`src/design/bvm_pkg.sv`:
```
// ----------------------------------------------------------------------------
// bvm_pkg: shared types and constants of the byte machine execute block
// Opcodes, register file sizing, channel payloads and the execute result.
// ----------------------------------------------------------------------------
package bvm_pkg;

	localparam int REGISTER_COUNT = 16;
	localparam int REG_AW         = $clog2(REGISTER_COUNT);

	localparam logic [7:0] OP_INC  = 8'h01;
	localparam logic [7:0] OP_DEC  = 8'h02;
	localparam logic [7:0] OP_MOV  = 8'h03;
	localparam logic [7:0] OP_LDI  = 8'h04;
	localparam logic [7:0] OP_SHL  = 8'h05;
	localparam logic [7:0] OP_SHR  = 8'h06;
	localparam logic [7:0] OP_JMP  = 8'h07;
	localparam logic [7:0] OP_JZ   = 8'h08;
	localparam logic [7:0] OP_JNZ  = 8'h09;
	localparam logic [7:0] OP_JEOF = 8'h0A;
	localparam logic [7:0] OP_HALT = 8'h0B;
	localparam logic [7:0] OP_ADD  = 8'h0C;
	localparam logic [7:0] OP_SUB  = 8'h0D;
	localparam logic [7:0] OP_XOR  = 8'h0E;
	localparam logic [7:0] OP_OR   = 8'h0F;
	localparam logic [7:0] OP_IN   = 8'h10;
	localparam logic [7:0] OP_OUT  = 8'h11;

	// Register that ldi always targets
	localparam logic [REG_AW-1:0] LDI_REG = '0;

	// Fetch-to-fetch step of a sequential instruction
	localparam logic [7:0] INSTR_BYTES = 8'd2;

	typedef struct packed {
		logic [7:0] operation;
		logic [7:0] operand;
		logic [7:0] in_byte;
		logic       in_end;
	} instr_t;

	typedef struct packed {
		logic [7:0] next_pc;
		logic       out_valid;
		logic [7:0] out_byte;
		logic       halted;
		logic       zero_out;
	} result_t;

	typedef struct packed {
		logic              wr_en;
		logic [REG_AW-1:0] wr_addr;
		logic [7:0]        wr_data;
		logic              zero;
		logic              eof;
		result_t           res;
	} exec_t;

endpackage

```
`src/design/byte_vm_instruction_execute.sv`:
```
// ----------------------------------------------------------------------------
// byte_vm_instruction_execute: one-instruction-per-cycle byte machine core
// Holds the register file, flags and program counter and executes
// two-byte instructions handed in by a fetch unit.
// ----------------------------------------------------------------------------
// Usage:
//   instr channel  : valid/stall; one transaction is one instruction plus the
//                    input character and end-of-input mark for opcode 16.
//   result channel : valid/stall; one transaction per instruction with the
//                    next fetch address, emitted byte, halt and zero flag.
//   Path: an accepted transaction reads the register file into the input
//   stage, then executes into the result register that drives result.
//   Throughput: one instruction per cycle; execute reads the state written by
//   the previous instruction through a write-to-read bypass on the register
//   file, so back-to-back dependent instructions run at full rate.
//   Reset (arst_n low): all registers read as zero, flags and pc clear, both
//   pipeline stages empty. No clearing pass is needed.
//   Result stall: the result register holds, execute halts, and the input
//   stage holds its instruction; instr_stall rises once that stage is full.
// ----------------------------------------------------------------------------
module byte_vm_instruction_execute (
	input  logic              clk,
	input  logic              arst_n,
	input  logic              instr_valid,
	output logic              instr_stall,
	input  bvm_pkg::instr_t   instr,
	output logic              result_valid,
	input  logic              result_stall,
	output bvm_pkg::result_t  result
);

	localparam int AW = bvm_pkg::REG_AW;

	// register file storage and per-entry written marks
	logic [7:0]                          rf_mem [bvm_pkg::REGISTER_COUNT];
	logic [bvm_pkg::REGISTER_COUNT-1:0]  rf_vld_q;

	// architectural state
	logic [7:0] pc_q;
	logic       zero_q;
	logic       eof_q;

	// input stage
	logic             vld_s1;
	bvm_pkg::instr_t  instr_s1;
	logic [7:0]       dst_s1;
	logic [7:0]       src_s1;

	// result stage
	logic              vld_s2;
	bvm_pkg::result_t  res_s2;

	logic            adv;
	logic            accept;
	logic            wr;
	bvm_pkg::exec_t  ex;
	logic [AW-1:0]   rd_dst;
	logic [AW-1:0]   rd_src;

	// execute moves forward when stage 1 is full and the result register frees up
	assign adv         = vld_s1 & (~vld_s2 | ~result_stall);
	assign instr_stall = vld_s1 & ~adv;
	assign accept      = instr_valid & ~instr_stall;
	assign wr          = adv & ex.wr_en;

	assign rd_dst = instr.operand[AW-1:0];
	assign rd_src = instr.operand[7:4];

	bvm_exec u_exec (
		.instr   (instr_s1),
		.dst_val (dst_s1),
		.src_val (src_s1),
		.pc      (pc_q),
		.zero    (zero_q),
		.eof     (eof_q),
		.ex      (ex)
	);

	// write port of the register file
	always_ff @(posedge clk) begin
		if (wr) begin
			rf_mem[ex.wr_addr] <= ex.wr_data;
		end
	end

	always_ff @(posedge clk or negedge arst_n) begin
		if (!arst_n) begin
			rf_vld_q <= '0;
		end else if (wr) begin
			rf_vld_q[ex.wr_addr] <= 1'b1;
		end
	end

	// read ports: capture operands at accept, bypass the write of this cycle,
	// and read an entry never written since reset as zero
	always_ff @(posedge clk) begin
		if (accept) begin
			instr_s1 <= instr;
			if (wr && ex.wr_addr == rd_dst) begin
				dst_s1 <= ex.wr_data;
			end else begin
				dst_s1 <= rf_vld_q[rd_dst] ? rf_mem[rd_dst] : 8'd0;
			end
			if (wr && ex.wr_addr == rd_src) begin
				src_s1 <= ex.wr_data;
			end else begin
				src_s1 <= rf_vld_q[rd_src] ? rf_mem[rd_src] : 8'd0;
			end
		end
	end

	// stage 1 occupancy: refill on accept, drain on advance
	always_ff @(posedge clk or negedge arst_n) begin
		if (!arst_n) begin
			vld_s1 <= 1'b0;
		end else if (accept) begin
			vld_s1 <= 1'b1;
		end else if (adv) begin
			vld_s1 <= 1'b0;
		end
	end

	// commit flags and pc with the executed instruction
	always_ff @(posedge clk or negedge arst_n) begin
		if (!arst_n) begin
			pc_q   <= '0;
			zero_q <= 1'b0;
			eof_q  <= 1'b0;
		end else if (adv) begin
			pc_q   <= ex.res.next_pc;
			zero_q <= ex.zero;
			eof_q  <= ex.eof;
		end
	end

	// result register: load on advance, drop once taken, hold while stalled
	always_ff @(posedge clk or negedge arst_n) begin
		if (!arst_n) begin
			vld_s2 <= 1'b0;
		end else if (adv) begin
			vld_s2 <= 1'b1;
		end else if (!result_stall) begin
			vld_s2 <= 1'b0;
		end
	end

	always_ff @(posedge clk) begin
		if (adv) begin
			res_s2 <= ex.res;
		end
	end

	assign result_valid = vld_s2;
	assign result       = res_s2;

`ifndef SYNTHESIS
	// input stall only ever comes from a full, blocked stage 1
	a_stall_full: assert property (@(posedge clk) disable iff (!arst_n)
		instr_stall |-> (vld_s1 && vld_s2 && result_stall))
		else $error("instr_stall without blocked stage");

	// the pending result always reflects the committed pc and zero flag
	a_res_state: assert property (@(posedge clk) disable iff (!arst_n)
		vld_s2 |-> (res_s2.next_pc == pc_q && res_s2.zero_out == zero_q))
		else $error("result out of step with committed state");

	// end-of-input mark is sticky
	a_eof_sticky: assert property (@(posedge clk) disable iff (!arst_n)
		eof_q |=> eof_q)
		else $error("end-of-input flag cleared");

	// no emitted byte without an output operation
	a_out_byte: assert property (@(posedge clk) disable iff (!arst_n)
		(vld_s2 && !res_s2.out_valid) |-> (res_s2.out_byte == 8'd0))
		else $error("out_byte set without out_valid");
`endif

endmodule

```
`src/design/bvm_exec.sv`:
```
// ----------------------------------------------------------------------------
// bvm_exec: instruction execute logic
// Decodes one instruction and computes register write, flags and next pc.
// ----------------------------------------------------------------------------
module bvm_exec (
	input  bvm_pkg::instr_t  instr,
	input  logic [7:0]       dst_val,
	input  logic [7:0]       src_val,
	input  logic [7:0]       pc,
	input  logic             zero,
	input  logic             eof,
	output bvm_pkg::exec_t   ex
);

	logic [7:0] alu;
	logic       set_zero;
	logic       take;

	always_comb begin
		ex                = '0;
		ex.wr_addr        = instr.operand[bvm_pkg::REG_AW-1:0];
		ex.zero           = zero;
		ex.eof            = eof;
		alu               = dst_val;
		set_zero          = 1'b0;
		take              = 1'b0;
		ex.res.next_pc    = pc + bvm_pkg::INSTR_BYTES;
		case (instr.operation)
			bvm_pkg::OP_INC: begin
				alu      = dst_val + 8'd1;
				set_zero = 1'b1;
			end
			bvm_pkg::OP_DEC: begin
				alu      = dst_val - 8'd1;
				set_zero = 1'b1;
			end
			bvm_pkg::OP_MOV: begin
				alu      = src_val;
				ex.wr_en = 1'b1;
			end
			bvm_pkg::OP_LDI: begin
				alu        = instr.operand;
				ex.wr_addr = bvm_pkg::LDI_REG;
				ex.wr_en   = 1'b1;
			end
			bvm_pkg::OP_SHL: begin
				alu      = {dst_val[6:0], 1'b0};
				set_zero = 1'b1;
			end
			bvm_pkg::OP_SHR: begin
				alu      = {1'b0, dst_val[7:1]};
				set_zero = 1'b1;
			end
			bvm_pkg::OP_JMP:  take = 1'b1;
			bvm_pkg::OP_JZ:   take = zero;
			bvm_pkg::OP_JNZ:  take = ~zero;
			bvm_pkg::OP_JEOF: take = eof;
			bvm_pkg::OP_HALT: begin
				ex.res.halted  = 1'b1;
				ex.res.next_pc = pc;
			end
			bvm_pkg::OP_ADD: begin
				alu      = dst_val + src_val;
				set_zero = 1'b1;
			end
			bvm_pkg::OP_SUB: begin
				alu      = dst_val - src_val;
				set_zero = 1'b1;
			end
			bvm_pkg::OP_XOR: begin
				alu      = dst_val ^ src_val;
				set_zero = 1'b1;
			end
			bvm_pkg::OP_OR: begin
				alu      = dst_val | src_val;
				set_zero = 1'b1;
			end
			bvm_pkg::OP_IN: begin
				if (instr.in_end) begin
					ex.eof = 1'b1;
				end else begin
					alu      = instr.in_byte;
					ex.wr_en = 1'b1;
				end
			end
			bvm_pkg::OP_OUT: begin
				ex.res.out_valid = 1'b1;
				ex.res.out_byte  = dst_val;
			end
			default: ;
		endcase
		if (set_zero) begin
			ex.wr_en = 1'b1;
			ex.zero  = (alu == 8'd0);
		end
		// relative jump: offset is two's complement, wraps modulo 256
		if (take) begin
			ex.res.next_pc = pc + instr.operand;
		end
		ex.wr_data     = alu;
		ex.res.zero_out = ex.zero;
	end

endmodule

```
`config.mk`:
```
export PLATFORM = sky130hd
export DESIGN_NAME = byte_vm_instruction_execute
export DESIGN_NICKNAME = d
export VERILOG_FILES = /design/src/design/bvm_pkg.sv /design/src/design/byte_vm_instruction_execute.sv /design/src/design/bvm_exec.sv
export SDC_FILE = /design/constraint.sdc
export NUM_CORES = 1
export LEC_CHECK = 0
export BUFFER_PORTS_ARGS = -buffer_cell sky130_fd_sc_hd__buf_2
export CAP_MARGIN = 20
export CORE_ASPECT_RATIO = 1.4
export CORE_MARGIN = 4
export CORE_UTILIZATION = 56
export CTS_BUF_LIST = sky130_fd_sc_hd__clkbuf_16
export CTS_CLUSTER_SIZE = 14
export DETAILED_ROUTE_END_ITERATION = 7
export GPL_ROUTABILITY_DRIVEN = 0
export PLACE_DENSITY = 0.76
export SYNTH_ARGS = -nofsm -noshare
export SYNTH_HDL_FRONTEND = slang
export SYNTH_HIERARCHICAL = 1
export SYNTH_SLANG_ARGS = --single-unit
export TNS_END_PERCENT = 10
```
`constraint.sdc`:
```
create_clock -name clk -period 4.19 [get_ports clk]
set_input_delay 0.2095 -clock clk [delete_from_list [all_inputs] [get_ports clk]]
set_output_delay 0.2095 -clock clk [all_outputs]
set_load 0.005 [all_outputs]
```
== Yosys cells after proc, flatten, opt, wreduce, memory -nomap -nowiden ==
Memories as Yosys holds them, arrays and structs flattened.
Index checks and enable logic that the tools add are counted.

* Add/subtract/negate cells: 6
* Order comparisons: 4
* Eq/ne operators: 20
* Multiplexer cells: 29
* Bitwise operators: 13
* Reduce and logical (&&, ||, !) cells: 8

{| class="wikitable"
|+ Operators with widths
! kind !! count
|-
| 8-bit one-hot mux with 11 select lines || 1
|-
| 8-bit by 4-bit == test with 1-bit output (second input constant) || 8
|-
| 8-bit 2-to-1 mux || 7
|-
| 8-bit by 3-bit == test with 1-bit output (second input constant) || 4
|-
| 8-bit adder || 2
|-
| 8-bit by 2-bit == test with 1-bit output (second input constant) || 2
|-
| 8-bit by 5-bit == test with 1-bit output (second input constant) || 2
|-
| 16-bit OR || 1
|-
| 4-bit by 5-bit less-than comparator with 1-bit output (second input constant) || 3
|-
| 1-bit 2-to-1 mux || 14
|-
| 9-bit 2-to-1 mux || 1
|-
| 8-bit by 1-bit adder with 8-bit output (second input constant) || 1
|-
| 8-bit by 2-bit adder with 8-bit output (second input constant) || 1
|-
| 1-bit binary-select mux with 4-bit select || 2
|-
| 4-bit == test || 2
|-
| 8-bit by 1-bit == test with 1-bit output (second input constant) || 1
|-
| 8-bit logical NOT || 1
|-
| 8-bit OR || 1
|-
| 8-bit OR reduction || 1
|-
| 8-bit by 1-bit subtractor with 8-bit output (second input constant) || 1
|-
| 8-bit subtractor || 1
|-
| 8-bit XOR || 1
|-
| 1-bit NOT || 5
|-
| 1-bit bitwise AND || 4
|-
| other kinds (11) || 13
|}

* Register bits: 88
* Bits in writable memories: 128
* Input bits: 29
* Output and inout bits: 21
* Memories kept: 1

{| class="wikitable"
|+ Memory list
! name !! depth !! width !! read ports !! clocked after memory_dff !! wr ports !! line !! text
|-
| rf_mem || 16 || 8 || 2 || 0 || 1 || byte_vm_instruction_execute.sv:35 || <nowiki>logic [7:0] rf_mem [bvm_pkg::REGISTER_COUNT];</nowiki>
|}

== Logic depth before layout (Yosys ltp) ==
Gate-level depths: netlist (run 1).

* Depth in word-level cells: 8
* Mapped depth: 17
* Mapped depth without buffers: 15

== Hierarchy ==
The synthesis (run 1) kept the hierarchy.

{| class="wikitable"
|+ Modules (own cells, without submodules)
! module !! instances !! cells an instance !! area each (µm²)
|-
| byte_vm_instruction_execute || 1 || 488 || 9,616.7
|-
| bvm_exec || 1 || 304 || 2,113.3
|}

== Least setup slack after synthesis (run 1) ==
Ideal clock, no wire load.

* Kind: flip-flop to flip-flop
* Start: reg instr_s1[22] (netlist bit)
* End: reg zero_q
* Setup time: 0.125 ns
* Data arrival time: 4.522 ns
* Required time: 4.065 ns
* Path slack: -0.457 ns
* Stages on the path, launching flop included: 17
* Buffers on the path: 3
* Path through: edfxtp_1 or4_1 buf_2 buf_6 nor3_1 nand2_1 ha_1 fa_1 nand2b_1 a21oi_1 xor2_1 a211oi_1 a221oi_1 nand4bb_1 o31ai_2 buf_4 mux2_2

{| class="wikitable"
|+ RTL lines
! what !! line !! text
|-
| start, declared || byte_vm_instruction_execute.sv:45 || <nowiki>bvm_pkg::instr_t instr_s1;</nowiki>
|-
| start signal, assigned || byte_vm_instruction_execute.sv:98 || <nowiki>instr_s1 <= instr;</nowiki>
|-
| end signal, assigned || byte_vm_instruction_execute.sv:131 || <nowiki>zero_q <= ex.zero;</nowiki>
|-
| end, declared || byte_vm_instruction_execute.sv:40 || <nowiki>logic zero_q;</nowiki>
|}

==> flow_summary.json, run 1 <==
{
  "status": "finished, final reports clean",
  "area_delta_synth_final_pct": 12.2,
  "place_inst": 1082,
  "tns_ns": 0,
  "grt_antenna_before_repair": 0,
  "rsz0062_at_grt": "no",
  "fin_crit_ns": 3.95,
  "synth_area_leaders": "edfxtp_1 48%, mux4_1 7.8%, mux4_2 7.1%, dfrtp_1 6.0%, mux2_2 4.5%",
  "hold_violations": 0,
  "synth_edf_count": 188,
  "first_pass_iters": 6,
  "ys_seq_area_frac": 0.541,
  "critPathSlowestCell": "or4_1",
  "switchingPower_mw": 1.32,
  "p_int_mw": 3.88,
  "worst_pin_slew_ns": 0.994,
  "end_kind": "flip-flop",
  "cts_num_sinks": 216,
  "crit_type": "flip-flop to flip-flop",
  "dp_hpwl_um": 20400,
  "cts_inserted_buffers": 21,
  "cp_common_cell": "a31oi_1",
  "cts_buffer_depth": 3,
  "synth_area_mm2": 0.0117,
  "worst_slack_ns": 0.235,
  "power.leakage_nw": 4.96,
  "finClkSkew_ns": 0.0177,
  "drt_iter0_drc": 907,
  "p_seq_frac": 0.499,
  "ys_ff_latch": 216,
  "syn_area_per_cell_um2": 14.8,
  "path_clk_slew_ns": 0.07,
  "wirelength_um": 29800,
  "rows": 62,
  "synthCells": 792,
  "fin_nets": 931,
  "route.detailed.drc": 0,
  "combPwrFrac": 0.157,
  "viasPerCell": 6.92,
  "hold_path_class": "input pin to flip-flop",
  "peakVddDrop_v": 0.000279,
  "synth_nets": 848,
  "post-route-period-util": 0.944,
  "post_route_cells_drive_above_1_share": 0.264,
  "drtAntennaViolNets": 0,
  "overflow": 0,
  "ys_types": 74,
  "p_total_mw": 5.20,
  "finalSetupViolations": 0,
  "port_buffers": 49,
  "cts_tree": "done",
  "worstSetupStartpointType": "flip-flop",
  "io_pins": 50,
  "grt_pass1_wl_um": 45300,
  "grt_max_degree": 42,
  "clkPwrFrac": 0.344,
  "final_cell_count_no_fill": 1145,
  "grt_pass1_vias": 8117,
  "synthFlopType": "edfxtp_1",
  "initial_utilization": 0.571,
  "synthTopCellsByCount": "188 x edfxtp_1, 47 x mux2_2, 37 x mux4_2",
  "synthArstFlopShare": 0.130,
  "synth.largest_area_cell": "edfxtp_1",
  "synth_most_common_cell": "edfxtp_1",
  "cp_max_fo": 17,
  "required_ns": 4.44,
  "clk_latency_ns": 0.51,
  "switching_share": 0.254,
  "wl_per_cell_um": 26.0,
  "max_slew_margin": 0.337,
  "place_worst_setup_slack_ns": 0.0388,
  "drv_cap": 0,
  "slew_violations": 0,
  "max_stage_delay_ns": 0.62,
  "dieWidth_um": 130,
  "track_usage": 0.257,
  "fmax_ghz": 0.253,
  "path_cells": "or4_1 > nor3_2 > nand2_1 > ha_1 > fa_1 > nand2b_1 > a21oi_1 > a31oi_1 > xnor2_1 > a221oi_1 > inv_1 > buf_4 > nor3_1 > a31oi_1",
  "die_h_um": 179,
  "antenna_cells": 0,
  "htree_levels": 1,
  "ys_warn_count": 6,
  "die_area_mm2": 0.0234,
  "root_buffer": "clkbuf_16",
  "arrival_ns": 4.20,
  "core_area_mm2": 0.0206,
  "num_vias": 7920,
  "p_per_area_mw_per_mm2": 395,
  "synth_top_cell_area_share": 0.481
}
[metrics by stage]
step / utilization / area (um2) / hold WS, ns
6_report: 0.640 / 13200 / 0.146
5_1_grt: 0.640 / 13200 / 0.135
4_1_cts: 0.639 / 13100 / 0.131
3_5_place_dp: 0.597 / 12300 / 0.325
3_3_place_gp: 0.597 / 12300 / 0.304
2_1_floorplan: - / 11700 / -0.0861
[placed cells by master (no fill, tap or decap), drive strengths merged, types with 20 or more instances in the layout]
cell type and count:
nor2 34, nand2 23, nand3 25, a31oi 25
dfrtp 28, buf 89, dlygate4sd3 20, mux4 72
or2 21, a21oi 22, inv 34, clkbuf 22
edfxtp 188, ha 25, mux2 47
[flip-flops by register name (all words and copies together), names as in the netlist]
signal	flops
rf_mem	128
instr_s1	25
result	19
rf_vld_q	16
dst_s1	8
pc_q	8
src_s1	8
eof_q	1
result_valid	1
vld_s1	1
zero_q	1
[worst paths after layout]
path                                            end  cells past startpoint              startpoint  slack [ns]
max reg2reg                     dst_s1[6]$_DFFE_PP_                     14  instr_s1[22]$_DFFE_PP_        0.24
min reg2reg                result_valid$_DFFE_PN0P_                      1      vld_s1$_DFFE_PN0P_        0.49
max in group asynchronous       pc_q[1]$_DFFE_PN0P_                      2                  arst_n        3.38
min                          instr_s1[16]$_DFFE_PP_                      1               instr[16]        0.15
max                             dst_s1[6]$_DFFE_PP_                     14  instr_s1[22]$_DFFE_PP_        0.24
min in group asynchronous   rf_vld_q[0]$_DFFE_PN0P_                      2                  arst_n        0.31
[metal layers]
metal | track usage | routed length [um] | vias up
met2 | 0.453 | 15300 | 479
met1 | 0.290 | 10200 | 3942
met3 | 0.0417 | 2110 | 146
met4 | 0.154 | 2110 | 0
li1 | - | - | 3353
met5 | 0 | 0 | -
[final cells by class]
class                      count  area, um2
clock buffer                  22        551
clock inverter                15       97.6
fill                        1385       7390
inverter                      28        105
multi-input combinational    499       5000
sequential                   216       6350
tap                          256        320
timing repair buffer         109        746
[critical path, delay by kind of cell, from the launching register on]
family	cells	cell delay (ns)
AND/OR/NAND/NOR	5	1.33
AO/OA/AOI/OAI	4	0.80
adder cells (fa/ha/maj)	2	0.65
flip-flops	1	0.45
buffers and inverters	2	0.33
XOR/XNOR	1	0.15
[power groups by stage]
stage	combinational, mW	clock, mW	sequential, mW
after floorplan	0.587	0	2.59
after global placement	0.754	0	2.63
after detailed placement	0.785	0	2.63
after CTS	0.808	1.81	2.59
after global routing	0.893	1.90	2.60
final	0.817	1.79	2.59
[repair_timing]
action	4_1_cts	5_1_grt
endpoints found under the setup margin	1	3
hold endpoints to repair	47	0
buffers inserted	3	3
gates resized for setup	0	1
pin swaps	0	1
hold buffers	20	0
[cell families after synthesis]
family                     count (synthesis)  synth area share
buffers and inverters                     77            0.0355
xor gates and xnor gates                  31            0.0231
AOI/OAI and AO/OA                         99            0.0603
DFF                                      216             0.541
adders and majority gates                 27            0.0301
muxes                                    132             0.206
and+or+nand+nor                          210             0.104
Power figures use the tool's default switching activity.
==> run 2, diff against run 1 <==
--- a/config.mk
+++ b/config.mk
@@ -7,7 +7,6 @@
 export LEC_CHECK = 0
 export BUFFER_PORTS_ARGS = -buffer_cell sky130_fd_sc_hd__buf_2
 export CAP_MARGIN = 20
-export CORE_ASPECT_RATIO = 1.4
 export CORE_MARGIN = 4
 export CORE_UTILIZATION = 56
 export CTS_BUF_LIST = sky130_fd_sc_hd__clkbuf_16
==> flow_summary.json, run 2 (synthesis results as in run 1) <==
{
  "rsz0062_at_grt": "no",
  "fmax_ghz": 0.252,
  "combPwrFrac": 0.147,
  "p_per_area_mw_per_mm2": 413,
  "initial_utilization": 0.574,
  "switchingPower_mw": 1.37,
  "io_pins": 50,
  "antenna_cells": 0,
  "reg2reg_to": "zero_q$_DFFE_PN0P_",
  "path_clk_slew_ns": 0.06,
  "area_delta_synth_final_pct": 13.4,
  "dieWidth_um": 153,
  "p_seq_frac": 0.472,
  "arrival_ns": 4.38,
  "viasPerCell": 6.68,
  "die_h_um": 153,
  "peakVddDrop_v": 0.000378,
  "post-route-period-util": 0.949,
  "root_buffer": "clkbuf_16",
  "grt_max_degree": 42,
  "cts_inserted_buffers": 23,
  "p_int_mw": 4.12,
  "grt_antenna_before_repair": 0,
  "core_area_mm2": 0.0204,
  "worstSetupStartpointType": "flip-flop",
  "overflow": 0,
  "r2r_setup_slack_ns": 0.22,
  "wl_per_cell_um": 25.2,
  "track_usage": 0.248,
  "status": "finished, final reports clean",
  "whs_path_depth": 1,
  "route.detailed.drc": 0,
  "die_area_mm2": 0.0233,
  "crit_type": "flip-flop to flip-flop",
  "hold_violations": 0,
  "holdWs_ns": 0.134,
  "slew_violations": 0,
  "final_common_cell": "edfxtp_1",
  "port_buffers": 49,
  "finalSetupViolations": 0,
  "end_kind": "flip-flop",
  "clkPwrFrac": 0.381,
  "rr_worst_depth": 13,
  "drv_cap": 0,
  "required_ns": 4.59,
  "htree_levels": 1,
  "hold_end": "instr_s1[12]$_DFFE_PP_",
  "clk_latency_ns": 0.53,
  "num_vias": 7754,
  "cp_max_fo": 12,
  "fin_crit_ns": 3.97,
  "fin_nets": 929,
  "switching_share": 0.250,
  "final_cell_mix": "188 x edfxtp_1, 49 x buf_2, 47 x mux2_2, 37 x mux4_2, 36 x buf_4",
  "regMostFlops": "rf_mem",
  "rows": 52,
  "cts_tree": "done",
  "cts_buffer_depth": 3,
  "grt_pass1_vias": 7819,
  "dp_hpwl_um": 19200,
  "power.leakage_nw": 4.99,
  "wirelength_um": 29200,
  "hold_path_class": "input pin to flip-flop",
  "drtAntennaViolNets": 0,
  "grt_pass1_wl_um": 45200,
  "tns_ns": 0,
  "max_slew_margin": 0.286,
  "cts_num_sinks": 216,
  "post_route_cells_drive_above_1_share": 0.269,
  "drt_iter0_drc": 929,
  "hp-start": "instr[12]",
  "reg2reg_from": "instr_s1[22]$_DFFE_PP_",
  "first_pass_iters": 6,
  "largest_reg_flops": 128,
  "finClkSkew_ns": 0.00947,
  "worst_pin_slew_ns": 1.07
}
-- run 2: final cells by class --
class / count / area [um2]
sequential: 216 / 6350
timing repair buffer: 105 / 716
multi-input combinational: 499 / 5010
fill: 1447 / 7120
inverter: 28 / 105
clock inverter: 19 / 210
clock buffer: 23 / 576
tap: 270 / 338
-- run 2: worst max-delay path by stage --
| stage | cells after the start | endpoint | start |
|---|---|---|---|
| floorplan | 16 | zero_q$_DFFE_PN0P_ | instr_s1[22]$_DFFE_PP_ |
| global placement | 13 | zero_q$_DFFE_PN0P_ | instr_s1[22]$_DFFE_PP_ |
| detailed placement | 13 | zero_q$_DFFE_PN0P_ | instr_s1[22]$_DFFE_PP_ |
| CTS | 13 | zero_q$_DFFE_PN0P_ | instr_s1[22]$_DFFE_PP_ |
| global route | 13 | zero_q$_DFFE_PN0P_ | instr_s1[22]$_DFFE_PP_ |
| finish | 13 | zero_q$_DFFE_PN0P_ | instr_s1[22]$_DFFE_PP_ |
-- run 2: power by group through the flow --
| stage | Sequential (mW) | Clock, mW | Combinational [mW] |
|---|---|---|---|
| 2_1_floorplan | 2.59 | 0 | 0.587 |
| 3_5_place_dp | 2.63 | 0 | 0.781 |
| 5_1_grt | 2.60 | 2.22 | 0.887 |
| 6_report | 2.59 | 2.09 | 0.809 |
| 4_1_cts | 2.59 | 2.13 | 0.802 |
| 3_3_place_gp | 2.63 | 0 | 0.755 |
-- run 2: metal layers --
metal | global-route usage | wire [um]
met4 | 0.0980 | 1320
met1 | 0.330 | 11000
met5 | 0 | 0
met3 | 0.0474 | 2770
met2 | 0.408 | 14200
-- run 2: worst max-delay path, stage by stage, from the launching register on --
cell	delay [ns]
edfxtp_1	0.45
or4_1	0.59
nor3_1	0.30
nand2_1	0.14
ha_1	0.21
fa_1	0.40
nand2b_1	0.17
a21oi_1	0.23
xor2_1	0.20
a211oi_1	0.13
a221oi_4	0.46
nand4bb_1	0.22
o31ai_2	0.07
mux2_2	0.27
-- run 2: per-stage QoR --
stage	worst slack, ns	area (um2)	power, mW	cells	utilization
detailed placement	0.165	12300	3.41	1096	0.602
global route	0.0191	13300	5.71	1160	0.651
finish	0.216	13300	5.49	1160	0.651
global placement	0.353	12300	3.38	1096	0.602
floorplan	0.0808	11700	3.18	792	-
CTS	0.105	13300	5.52	1158	0.650
-- run 2: timing repair --
item | CTS | global route
setup endpoints to repair | 0 | 4
gates resized for setup | 0 | 2
setup buffers | 0 | 2
hold buffers | 20 | 0
endpoints found under the hold margin | 47 | 0
==> run 3, diff against run 2 <==
--- a/config.mk
+++ b/config.mk
@@ -7,13 +7,15 @@
 export LEC_CHECK = 0
 export BUFFER_PORTS_ARGS = -buffer_cell sky130_fd_sc_hd__buf_2
 export CAP_MARGIN = 20
+export CELL_PAD_IN_SITES_DETAIL_PLACEMENT = 1
+export CELL_PAD_IN_SITES_GLOBAL_PLACEMENT = 1
 export CORE_MARGIN = 4
-export CORE_UTILIZATION = 56
+export CORE_UTILIZATION = 48
 export CTS_BUF_LIST = sky130_fd_sc_hd__clkbuf_16
 export CTS_CLUSTER_SIZE = 14
 export DETAILED_ROUTE_END_ITERATION = 7
 export GPL_ROUTABILITY_DRIVEN = 0
-export PLACE_DENSITY = 0.76
+export PLACE_DENSITY_LB_ADDON = 0.1
 export SYNTH_ARGS = -nofsm -noshare
 export SYNTH_HDL_FRONTEND = slang
 export SYNTH_HIERARCHICAL = 1
==> constraint.sdc (replaced) <==
create_clock -name clk -period 4.19 [get_ports clk]
set_input_delay 0.2095 -clock clk [delete_from_list [all_inputs] [get_ports clk]]
set_output_delay 0.2095 -clock clk [all_outputs]
set_load 0.1 [all_outputs]
==> flow_summary.json, run 3 (synthesis results as in run 1) <==
{
  "drt_iter0_drc": 601,
  "grt_pass1_wl_um": 49100,
  "core_area_mm2": 0.0238,
  "r2r_setup_slack_ns": 0.23,
  "critPathSlowestCell": "or4_1",
  "crit_family": "simple AND/OR/NAND/NOR gates",
  "fin_nets": 932,
  "dp_hpwl_um": 22200,
  "max_slew_margin": 0.305,
  "die_h_um": 164,
  "initial_utilization": 0.494,
  "peakVddDrop_v": 0.000402,
  "cts_inserted_buffers": 25,
  "clk_latency_ns": 0.54,
  "num_vias": 7694,
  "combPwrFrac": 0.181,
  "cts_buffer_depth": 3,
  "hold_end": "instr_s1[12]$_DFFE_PP_",
  "end_kind": "flip-flop",
  "worst_pin_slew_ns": 1.04,
  "drv_cap": 0,
  "wirelength_um": 32800,
  "p_per_area_mw_per_mm2": 437,
  "reg2reg_to": "dst_s1[6]$_DFFE_PP_",
  "place_inst": 1145,
  "holdWs_ns": 0.110,
  "crit_buf_inv": 2,
  "p_seq_frac": 0.441,
  "drtAntennaViolNets": 0,
  "final_cell_count_no_fill": 1214,
  "io_pins": 50,
  "cts_num_sinks": 216,
  "rr_worst_depth": 14,
  "area_delta_synth_final_pct": 14.7,
  "place_area_mm2": 0.0124,
  "slew_violations": 0,
  "htree_levels": 1,
  "status": "finished, final reports clean",
  "grt_pass1_vias": 8146,
  "fmax_ghz": 0.252,
  "whs_path_depth": 1,
  "switching_share": 0.284,
  "post_route_cells_drive_above_1_share": 0.270,
  "viasPerCell": 6.34,
  "hold_path_class": "input pin to flip-flop",
  "rows": 56,
  "crit_type": "flip-flop to flip-flop",
  "power.leakage_nw": 5.04,
  "fin_crit_ns": 3.96,
  "max_stage_delay_ns": 0.61,
  "wl_per_cell_um": 27.0,
  "clkPwrFrac": 0.377,
  "regMostFlops": "rf_mem",
  "root_buffer": "clkbuf_16",
  "dieWidth_um": 164,
  "required_ns": 4.48,
  "post-route-period-util": 0.946,
  "tns_ns": 0,
  "path_clk_slew_ns": 0.06,
  "p_int_mw": 4.20,
  "p_total_mw": 5.87,
  "overflow": 0,
  "grt_max_degree": 42,
  "fill_cells": 2243,
  "fin_area_mm2": 0.0135,
  "track_usage": 0.244,
  "arrival_ns": 4.25,
  "cp_max_fo": 17,
  "antenna_cells": 0,
  "port_buffers": 49,
  "finClkSkew_ns": 0.0133,
  "worstSetupStartpointType": "flip-flop",
  "switchingPower_mw": 1.67,
  "path_cells": "or4_1 > nor3_1 > nand2_1 > ha_1 > fa_1 > nand2b_1 > a21oi_1 > a31oi_1 > xnor2_1 > a221oi_1 > inv_1 > buf_4 > nor3_1 > a31oi_1",
  "rsz0062_at_grt": "no",
  "largest_reg_flops": 128,
  "cts_tree": "done",
  "die_area_mm2": 0.0270,
  "final_cell_mix": "188 x edfxtp_1, 49 x buf_2, 47 x mux2_2, 37 x mux4_2",
  "final_common_cell": "edfxtp_1",
  "finalSetupViolations": 0,
  "hold_violations": 0,
  "route.detailed.drc": 0,
  "hp-start": "instr[12]",
  "first_pass_iters": 7,
  "grt_antenna_before_repair": 0,
  "reg2reg_from": "instr_s1[22]$_DFFE_PP_"
}
-- run 3: worst register-to-register path: stages, from the launching register on --
cell,delay (ns)
edfxtp_1,0.45
or4_1,0.61
nor3_1,0.28
nand2_1,0.13
ha_1,0.21
fa_1,0.42
nand2b_1,0.18
a21oi_1,0.22
a31oi_1,0.14
xnor2_1,0.14
a221oi_1,0.34
inv_1,0.12
buf_4,0.21
nor3_1,0.21
a31oi_1,0.06
-- run 3: metal layers --
layer / vias to the layer above / track usage / part of all wire
met5: - / 0 / 0
met4: 0 / 0.103 / 0.047
met3: 87 / 0.0374 / 0.054
met2: 281 / 0.413 / 0.49
met1: 3971 / 0.316 / 0.41
li1: 3355 / - / -
-- run 3: area by class of cell --
class | count | area [um2] | share of cell area
multi-input combinational | 499 | 5010 | 0.373
tap | 319 | 399 | 0.0297
sequential | 216 | 6350 | 0.472
inverter | 28 | 105 | 0.00781
clock buffer | 25 | 626 | 0.0465
clock inverter | 21 | 215 | 0.0160
timing repair buffer | 106 | 748 | 0.0556
-- run 3: how the worst max path moves through the flow --
stage | from | endpoint | slack [ns] | depth (start not counted)
floorplan | instr_s1[22]$_DFFE_PP_ | zero_q$_DFFE_PN0P_ | 0.08 | 16
global placement | instr_s1[22]$_DFFE_PP_ | dst_s1[6]$_DFFE_PP_ | 0.36 | 14
detailed placement | instr_s1[22]$_DFFE_PP_ | dst_s1[6]$_DFFE_PP_ | 0.30 | 14
CTS | instr_s1[22]$_DFFE_PP_ | dst_s1[6]$_DFFE_PP_ | 0.25 | 14
global route | instr_s1[22]$_DFFE_PP_ | dst_s1[6]$_DFFE_PP_ | 0.04 | 14
finish | instr_s1[22]$_DFFE_PP_ | dst_s1[6]$_DFFE_PP_ | 0.23 | 14
-- run 3: metrics by stage --
stage	setup slack, ns	util
after floorplan	0.0808	-
after global placement	0.361	0.520
after detailed placement	0.301	0.520
after CTS	0.251	0.564
after global routing	0.0399	0.566
final	0.227	0.566
-- run 3: power by group through the flow --
stage          Sequential, mW  Clock, mW  Combinational (mW)
5_1_grt                  2.61       2.36                1.15
6_report                 2.59       2.22                1.07
2_1_floorplan            2.83          0               0.592
3_3_place_gp             2.63          0                1.01
4_1_cts                  2.59       2.27                1.07
3_5_place_dp             2.63          0                1.04
-- run 3: timing repair --
action	in CTS	in global routing
resized for setup	0	0
setup buffers	0	2
hold buffers	20	0
setup endpoints to repair	0	1
endpoints found under the hold margin	47	0
